## config.mk

```make
export PLATFORM = sky130hd
export DESIGN_NAME = mspan_cfg
export DESIGN_NICKNAME = d
export VERILOG_FILES = /design/src/design/mspan_pkg.sv /design/src/design/mspan_cfg.sv
export SDC_FILE = /design/constraint.sdc
export NUM_CORES = 1
export LEC_CHECK = 0
export ABC_AREA = 1
export BUFFER_PORTS_ARGS = -buffer_cell sky130_fd_sc_hd__buf_2
export CORE_UTILIZATION = 40
export CTS_BUF_LIST = sky130_fd_sc_hd__clkbuf_16
export CTS_CLUSTER_DIAMETER = 200
export DETAILED_ROUTE_END_ITERATION = 10
export GPL_TIMING_DRIVEN = 0
export PLACE_DENSITY_LB_ADDON = 0.25
export SETUP_SLACK_MARGIN = 0.5
export SLEW_MARGIN = 20
export SYNTH_ARGS = -nofsm -noshare
export SYNTH_HDL_FRONTEND = slang
export SYNTH_SLANG_ARGS = --single-unit
export TNS_END_PERCENT = 10
```

## constraint.sdc

```tcl
create_clock -name clk -period 1.2 [get_ports clk]
set_input_delay 0.24 -clock clk [delete_from_list [all_inputs] [get_ports clk]]
set_output_delay 0.24 -clock clk [all_outputs]
set_load 0.01 [all_outputs]
```

## src/design/mspan_pkg.sv

```systemverilog
package mspan_pkg;

  // Default sizing of the block
  localparam int unsigned MAX_LEN_DEF = 65536;
  localparam int unsigned K_MAX_DEF   = 1024;

  // Configuration register
  localparam int unsigned K_W         = 11;
  localparam int unsigned K_RESET     = 1;
  localparam int unsigned PADDR_W     = 3;
  localparam int unsigned PDATA_W     = 32;

  // Register index (paddr[PADDR_W-1:2])
  localparam logic [PADDR_W-3:0] REG_ZERO_RUNS = '0;

  // Commands from the run coder to the ring datapath
  typedef struct packed {
    logic push;       // write the closed run into the ring
    logic ones_run;   // the closed run is a ones-run
    logic tail_zero;  // the stream ended on a zero-run
    logic close;      // take the final span and clear the stream state
  } ring_ctl_t;

endpackage

```

## src/design/mspan_cfg.sv

```systemverilog
module mspan_cfg
  import mspan_pkg::*;
#(
  parameter int K_MAX = K_MAX_DEF,
  localparam int DEPTH = 2 * K_MAX + 1,
  localparam int CNT_W = $clog2(DEPTH + 1)
) (
  input  logic               clk,
  input  logic               rst,
  input  logic               psel,
  input  logic               penable,
  input  logic               pwrite,
  input  logic [PADDR_W-1:0] paddr,
  input  logic [PDATA_W-1:0] pwdata,
  output logic [PDATA_W-1:0] prdata,
  output logic               pready,
  input  logic               lock,
  output logic [CNT_W-1:0]   wsize
);

  logic [K_W-1:0] k;
  logic           sel_k;
  logic           wr_k;
  logic [31:0]    k_clip;

  assign pready = 1'b1;
  assign sel_k  = (paddr[PADDR_W-1:2] == REG_ZERO_RUNS);
  assign wr_k   = psel && penable && pwrite && sel_k && !lock;
  assign prdata = sel_k ? PDATA_W'(k) : '0;

  // clip k to the ring capacity; window is 2k+1 runs
  always_comb begin
    k_clip = 32'(pwdata[K_W-1:0]);
    if (k_clip > 32'(K_MAX)) begin
      k_clip = 32'(K_MAX);
    end
  end

  always_ff @(posedge clk) begin
    if (rst) begin
      k     <= K_W'(K_RESET);
      wsize <= CNT_W'(2 * K_RESET + 1);
    end else if (wr_k) begin
      k     <= pwdata[K_W-1:0];
      wsize <= CNT_W'({k_clip[30:0], 1'b1});
    end
  end

endmodule

```

Word level (Yosys, flattened, before mapping)
Cells that the tools add are included.
{ "totals": {"regBits": 22, "input_bits": 41, "elab_cells": 11} }
{ "classes": {"reduce_logical": 5, "muxes": 2, "bitwise_logic": 1, "n_lt_le_gt_ge": 1} }
{ "ops": {"columns": ["cell", "count"], "rows": [
  ["$mux 11", 2],
  ["$gt 11x11->1 const B", 1],
  ["$logic_and 1x1->1", 4],
  ["$logic_not 1->1", 1],
  ["$not 1->1", 1]
]} }

Depth between registers and ports, before layout
Gate-level depths: netlist of run 1.
{ "logic_depth": {"ltp_word": 4, "ltp_mapped": 7} }

Least setup slack after synthesis of run 1
OpenSTA, ideal clock, no wires.
{ "synth_timing": {"kind": "input to register", "start": "input pwrite", "end": "register k[2]", "cell_stages": 7, "setup_ns": 0.115, "path_buffers": 1, "path_slack_ns": 0.236, "t_arrival_ns": 0.849, "required_time_ns": 1.085, "cell_sequence": "nand2_1 nor2_2 nand2_2 inv_2 buf_6 nor2_1 o21a_1"} }
{ "synth_via": {"elab_chain_cells": 3} }
{ "synth_rtl": {"columns": ["item", "line", "text"], "rows": [
  ["start, declared", "mspan_cfg.sv:12", "input logic pwrite,"],
  ["$logic_and 1x1->1 (3 in a row)", "mspan_cfg.sv:28", "assign wr_k = psel && penable && pwrite && sel_k && !lock;"],
  ["end signal, assigned", "mspan_cfg.sv:41", "k <= K_W'(K_RESET);"],
  ["end signal, assigned", "mspan_cfg.sv:44", "k <= pwdata[K_W-1:0];"],
  ["end, declared", "mspan_cfg.sv:21", "logic [K_W-1:0] k;"]
]} }
No other way between the ends.
A chain may end at the register's enable or synchronous reset.

Final worst setup path of run 1
{ "layout_timing": {"start": "register k[2]", "end": "output prdata[2]"} }
{ "layout_via": {"elab_chain_cells": 1} }
{ "layout_rtl": {"columns": ["item", "line", "text"], "rows": [
  ["$mux 11", "mspan_cfg.sv:29", "assign prdata = sel_k ? PDATA_W'(k) : '0;"],
  ["end, declared", "mspan_cfg.sv:15", "output logic [PDATA_W-1:0] prdata,"]
]} }
No other way between the ends.

==> results of run 1 <==
-- metal layers --
metal	share of wire [%]	track usage, %	vias to the layer above
met4	1.7	6.27	0
met2	46	24.1	39
met1	45	18.9	460
met5	0	0	-
met3	6.9	3.69	5
li1	-	-	584
-- state kept, by name, indices dropped and copies added, names as in the netlist --
signal and flops:
k 11, wsize 11
-- path summary, 6_finish.rpt --
kind / end / slack (ps) / cells after the start
min reg2reg: wsize[3] / 460 / 2
max reg2reg: k[8] / 250 / 6
min: wsize[1] / 250 / 3
max: prdata[2] / 120 / 3
-- tightest hold or removal path, cell delays in order --
cell and delay, ps:
buf_2 110, nand3_1 70, nand2_1 50
-- report_power, final --
group / internal [mW] / switching (mW)
clock network: 0.440 / 0.245
registers: 0.740 / 0.00356
logic: 0.100 / 0.115
total: 1.28 / 0.363
-- final cells by class --
class | count | area, sq um | area share [%]
Sequential cell | 22 | 449 | 28.0
Inverter | 25 | 93.8 | 5.85
Timing Repair Buffer | 41 | 213 | 13.3
Tap cell | 31 | 38.8 | 2.42
Buffer | 29 | 219 | 13.6
Clock buffer | 3 | 75.1 | 4.68
Multi-Input combinational cell | 113 | 517 | 32.2
-- stage by stage --
stage                     hold slack (ps)  worst slack, ps  total power, mW  setup TNS, ps  util (%)
after floorplan                       371              242            0.912              0         -
after global routing                  272             82.9             1.70              0      57.7
after detailed placement              453            -29.6            0.968           -184      53.7
after CTS                             242              120             1.66              0      57.4
final                                 250              121             1.64              0      57.7
after global placement                452            -25.8            0.967           -121      53.7
-- synth_stat cells (all sizes together) --
cell	instances
buf	27
o21a	6
o21ai	1
nand2	31
a21oi	16
clkbuf	2
nand3	2
conb	2
nor2	33
dfxtp	22
inv	25
o21bai	1
-- cells by family after synthesis --
| family | Yosys count |
|---|---|
| and+or+nand+nor | 66 |
| DFF | 22 |
| buffers and inverters | 54 |
| AOI/OAI and AO/OA | 24 |
| other | 2 |
-- repair_timing --
item                                    4_1_cts  5_1_grt
endpoints found under the setup margin       44       44
gates resized for setup                       3       10
hold buffers                                  0        0
buffers inserted                              3        0
pin swaps                                     2        3
cloned                                        0        0
==> flow_summary.toml, run 1 <==
[yosys]
synth_seq_area_share_pct = 37.2
synth.area.top_cells = "dfxtp_1 (37%), buf_4 (15%), nand2_1 (9.5%)"
synthSimpleGateAreaFrac_pct = 22.4
post_synth.cell_area_avg_sq_um = 7.04
synth_compound_area_share_pct = 13.5
synthMuxAreaShare_pct = 0
synth_top_area_cell = "dfxtp_1"
synth_seq_cells = 22
synth_xor_area_share_pct = 0
synth_cell_types = 18
postSynthCellCount = 168
synth_warnings = 0
synth_top_family_by_area = "buffers and inverters"
syn_area_sq_mm = 0.00118
synthAdderAreaFrac_pct = 0
synth_top_cell_area_share_pct = 37.2

[floorplanning]
core_sq_mm = 0.00278
pin_count = 86
rows = 19
fp.dieH_um = 56.4
die_w_um = 56.4
start_util_pct = 42.5
dieArea_sq_mm = 0.00318

[route]
wirelength_um = 2390
vias = 1088
drc_errors = 0
vias_per_cell = 4.12
wl_per_cell_um = 9.07
postRouteAntennaNets = 0
drt_iter0_drc = 18
dr.pass1.iters = 4

[power]
ir_drop_mv = 0.839
power.density_mw_per_mm2 = 1020
cellLeakagePower_nw = 0.857

[setup_path]
crit_type = "reg2out"
r2r_start = "k[8]"
startpoint_type = "register"
critPathCaptureType = "primary output"
path_cells = "inv_1, nor2_1, buf_2"
required_ps = 960
cp.arrival_ps = 840
crit_path_max_fanout = 2
cp_top_family = "flip-flops"
cp_slowest_cell = "dfxtp_1"
cpPeakStageDelay_ps = 310
critPathLaunch = "k[2]"
cp_num_buf_inv = 2

[finish]
fillers = 295
finalNonFillerCells = 264
finalInstanceArea_sq_mm = 0.00161
diodes = 0
nets = 276
drive_gt1_share_pct = 40.8
syn2layout_area_growth_pct = 35.8
mostFrequentLayoutCells = "buf_2 (39), nand2_1 (29), nor2_1 (27), buf_4 (27), conb_1 (23)"
final_common_cell = "buf_2"

[global_routing]
grt_use_total_pct = 14.9
antenna_found_initial = 0
grt_pass1_vias = 905
grt_first_pass_wirelength_um = 3730
grt_max_degree = 12
overflow = 0

[placed_design]
gp_congestion = 0.751
place_area_sq_mm = 0.00149
dpl.cell_count = 258
dp_hpwl_um = 1850
io_buffers = 38

[flow_run]
maxCapViolations = 0

[sta]
setup_viol = 0
finalCriticalPeriod_ps = 1080
max_freq_mhz = 927
slew_viol_final = 0
fin_crit_sh_pct = 89.9
finClkSkew_ps = 0
finalHoldViolCount = 0
rsz0062_at_grt = "yes"

[hold_path]
min_from = "pwdata[0]"
min_path_type = "in2reg"

[cts]
cts_tree = "built"
cts.sinks = 22
clock_latency_ps = 250
cts_buffers = 3
htree_levels = 1
path_clk_slew_ps = 60
ctsRootBufferMaster = "clkbuf_16"
clockBufferDepth = 2

[run_status]
status = "completed"
(Power assumes the default switching activity.)
==> inputs of run 2 (changes only) <==
Settings changed: RECOVER_POWER set to 50.
==> flow_summary.toml, run 2 (synthesis gave the netlist of run 1 again) <==
[route]
wirelength_um = 2400
vias_per_cell = 4.13
dr_wl_met3_um = 158
postRouteAntennaNets = 0
drt_iter0_drc = 14
vias = 1089
dr.pass1.iters = 4
wl_met1_um = 1100
drc_errors = 0
top_layer_used = "met4"
dr_wl_met2_um = 1100
wl_per_cell_um = 9.09

[cts]
htree_levels = 1
clockBufferDepth = 2
cts_buffers = 3
ctsRootBufferMaster = "clkbuf_16"
ctsHoldBuffers = 0
path_clk_slew_ps = 60
cts_tree = "built"
clock_latency_ps = 250
cts.sinks = 22

[floorplanning]
pin_count = 86
rows = 19
core_sq_mm = 0.00278
fp.dieH_um = 56.4
start_util_pct = 42.5
dieArea_sq_mm = 0.00318
die_w_um = 56.4

[placed_design]
place_area_sq_mm = 0.00149
dpl.cell_count = 258
gp_congestion = 0.751
dp_hpwl_um = 1850
io_buffers = 38

[power]
swShare_pct = 22.1
p_switching_uw = 363
finalPower_mw = 1.64
clockPowerShare_pct = 41.8
intPower_mw = 1.28
comb_power_share_pct = 12.9
cellLeakagePower_nw = 0.816
sequentialPowerShare_pct = 45.3
ir_drop_mv = 0.840
power.density_mw_per_mm2 = 1030

[hold_path]
min_path_type = "in2reg"
min_to = "wsize[1]"
min_from = "pwdata[0]"
hold_path_depth = 3

[setup_path]
cp.arrival_ps = 840
cp_slowest_cell = "dfxtp_1"
path_cells = "inv_1, nor2_1, buf_2"
startpoint_type = "register"
reg2reg_depth = 6
r2r_start = "k[8]"
cp_top_family = "flip-flops"
cpPeakStageDelay_ps = 310
required_ps = 960
crit_path_max_fanout = 2
cp_num_buf_inv = 2
crit_type = "reg2out"
r2r-end = "k[8]"
critPathCaptureType = "primary output"
r2r_slack_ps = 250

[global_routing]
overflow = 0
grt_use_total_pct = 14.9
grt_pass1_vias = 905
antenna_found_initial = 0
grt_max_degree = 12
grt_first_pass_wirelength_um = 3730

[flow_run]
maxCapViolations = 0

[sta]
fin_hold_ws_ps = 246
fin_crit_sh_pct = 89.9
setup_viol = 0
max_freq_mhz = 927
slew_viol_final = 0
finalHoldViolCount = 0
rsz0062_at_grt = "yes"
finClkSkew_ps = 0
finalCriticalPeriod_ps = 1080

[finish]
finalInstanceArea_sq_mm = 0.00159
mostFrequentLayoutCells = "nand2_1 (31), buf_2 (29), nor2_1 (28)"
final_common_cell = "nand2_1"
nets = 276
post-route-util_pct = 57.0
fillers = 297
diodes = 0
reg_top3 = "k: 11 flops, wsize: 11 flops"
syn2layout_area_growth_pct = 34.1
drive_gt1_share_pct = 34.8
finalNonFillerCells = 264

[run_status]
status = "completed"
## run 2: cell types whose count changed in the layout (fill, tap and decap cells not counted), sizes merged
cell	change
buf	-10
clkbuf	+10
## run 2: cell type report
type	instances	area, sq um	share of cell area (%)
plain buffers	29	219	13.8
clock buffers	3	75.1	4.74
inverters	25	93.8	5.92
multi-input cells	113	509	32.1
flip-flops and latches	22	449	28.3
well taps	31	38.8	2.45
repair buffers	41	200	12.6
## run 2: power by group through the flow
stage,registers [mW],logic (mW),clock network (mW)
after floorplan,0.759,0.152,0
after global placement,0.758,0.209,0
after detailed placement,0.758,0.210,0
after CTS,0.742,0.214,0.704
after global routing,0.744,0.234,0.723
final,0.743,0.212,0.685
## run 2: what timing repair did
action                                  CTS  global route
pin swaps                                 2             3
resized for setup                         3            10
setup buffers                             3             0
endpoints found under the setup margin   44            44
## run 2: metrics by stage
step / TNS [ps] / worst slack [ps]
6_report: 0 / 121
5_1_grt: 0 / 62.2
4_1_cts: 0 / 120
3_5_place_dp: -184 / -29.6
3_3_place_gp: -121 / -25.8
2_1_floorplan: 0 / 242
## run 2: worst reg2reg max path, stage by stage, from the launching register on
cell and delay [ps]:
dfxtp_2 320, inv_2 30, buf_4 110, buf_4 120, buf_4 110, nor2_1 90
o21a_1 110
## run 2: layer usage
metal / vias to the layer above / GRT usage (%)
met1: 461 / 18.9
li1: 584 / -
met4: 0 / 6.27
met3: 5 / 3.69
met2: 39 / 24.1
met5: - / 0
## run 2: how the worst max path moves through the flow
| stage | slack [ps] | to | depth (start not counted) | from |
|---|---|---|---|---|
| global route | 60 | k[5] | 7 | paddr[2] |
| CTS | 120 | prdata[2] | 3 | k[2] |
| detailed placement | -30 | prdata[2] | 4 | paddr[2] |
| floorplan | 240 | k[4] | 7 | pwrite |
| finish | 120 | prdata[2] | 3 | k[2] |
| global placement | -30 | prdata[9] | 4 | paddr[2] |
==> inputs of run 3 (changes only) <==
Settings changed: PLACE_DENSITY set to 0.82, PLACE_DENSITY_LB_ADDON 0.25 to unset.
==> flow_summary.toml, run 3 (synthesis gave the netlist of run 1 again) <==
[sta]
rsz0062_at_grt = "yes"
slew_viol_final = 0
max_freq_mhz = 919
fin_crit_sh_pct = 90.6
finClkSkew_ps = 0
setup_viol = 0
fin_hold_ws_ps = 246
finalCriticalPeriod_ps = 1090
finalHoldViolCount = 0

[route]
drc_errors = 0
postRouteAntennaNets = 0
dr.pass1.iters = 4
wl_per_cell_um = 9.69
drt_iter0_drc = 13
vias_per_cell = 4.18
wirelength_um = 2550
vias = 1099

[run_status]
status = "completed"

[global_routing]
overflow = 0
antenna_found_initial = 0
grt_use_total_pct = 15.9
grt_pass1_vias = 894
grt_first_pass_wirelength_um = 3820
grt_max_degree = 13

[setup_path]
cp.arrival_ps = 850
crit_path_max_fanout = 2
cp.depth = 3
reg2reg_depth = 3
critPathCaptureType = "primary output"
required_ps = 960
crit_type = "reg2out"
cpPeakStageDelay_ps = 330
crit_end = "prdata[0]"
cp_top_family = "flip-flops"
path_cells = "inv_1, nor2_2, buf_2"
cp_num_buf_inv = 2
cp_slowest_cell = "dfxtp_2"
startpoint_type = "register"
critPathLaunch = "k[0]"
r2r_start = "k[0]"
r2r_slack_ps = 440
r2r-end = "k[0]"

[floorplanning]
rows = 19
fp.dieH_um = 56.4
start_util_pct = 42.5
die_w_um = 56.4
pin_count = 86
dieArea_sq_mm = 0.00318
core_sq_mm = 0.00278

[power]
cellLeakagePower_nw = 0.834
power.density_mw_per_mm2 = 1060
ir_drop_mv = 0.950
finalPower_mw = 1.67

[finish]
nets = 274
mostFrequentLayoutCells = "buf_2 (37), nand2_1 (30), nor2_1 (28)"
diodes = 0
final_common_cell = "buf_2"
syn2layout_area_growth_pct = 33.1
drive_gt1_share_pct = 35.3
reg_top3 = "k: 11 flops, wsize: 11 flops"

[cts]
cts.sinks = 22
ctsRootBufferMaster = "clkbuf_16"
htree_levels = 1
cts_tree = "built"
path_clk_slew_ps = 60
clockBufferDepth = 2
clock_latency_ps = 250
cts_buffers = 3

[placed_design]
gp_congestion = 0.774
io_buffers = 38
dp_hpwl_um = 1930

[hold_path]
min_path_type = "in2reg"

[flow_run]
maxCapViolations = 0
run 3: metal layers:
metal  vias to the layer above  share of wire, %  track usage, %
li1                        584                 -               -
met1                       473                43            17.9
met2                        37                50            27.6
met3                         5               5.9            5.07
met4                         0               1.5            6.27
met5                         -                 0               0
run 3: worst min path at each step:
stage | startpoint | to | slack (ps) | cells after the start
after floorplan | pwdata[0] | wsize[1] | 370 | 2
after global placement | k[0] | k[0] | 450 | 2
after detailed placement | wsize[11] | wsize[11] | 450 | 2
after CTS | pwdata[0] | wsize[1] | 250 | 3
after global routing | pwdata[0] | wsize[1] | 260 | 3
final | pwdata[6] | k[6] | 250 | 3
run 3: layout make-up:
cell class | count | area [sq um]
well taps | 31 | 38.8
fillers | 291 | 1210
multi-input cells | 113 | 512
inverters | 25 | 93.8
repair buffers | 39 | 194
clock inverters | 1 | 3.75
flip-flops and latches | 22 | 444
clock buffers | 3 | 75.1
plain buffers | 29 | 213
run 3: tightest hold or removal path, delay by kind of cell:
kind / cells / cell delay, ps
AOI/OAI and AO/OA: 1 / 50
buffers and inverters: 1 / 110
and+or+nand+nor: 1 / 60
run 3: through the flow:
stage	util [%]	setup TNS, ps	cell area (sq um)	worst slack [ps]	cells
6_report	56.6	0	1570	112	263
5_1_grt	56.6	0	1570	53.6	263
4_1_cts	56.7	0	1580	125	262
3_5_place_dp	53.7	-161	1490	-30.4	258
3_3_place_gp	53.7	-164	1490	-39.3	258
2_1_floorplan	-	0	1260	242	189
run 3: report_power, final:
group	switching [mW]	internal, mW
Clock	0.267	0.445
Combinational	0.116	0.0983
Sequential	0.00367	0.739
Total	0.387	1.28
run 3: timing repair:
| action | CTS | global route |
|---|---|---|
| setup buffers | 0 | 1 |
| hold buffers | 0 | 0 |
| pin swaps | 0 | 2 |
| setup endpoints to repair | 44 | 44 |
| resized for setup | 3 | 6 |
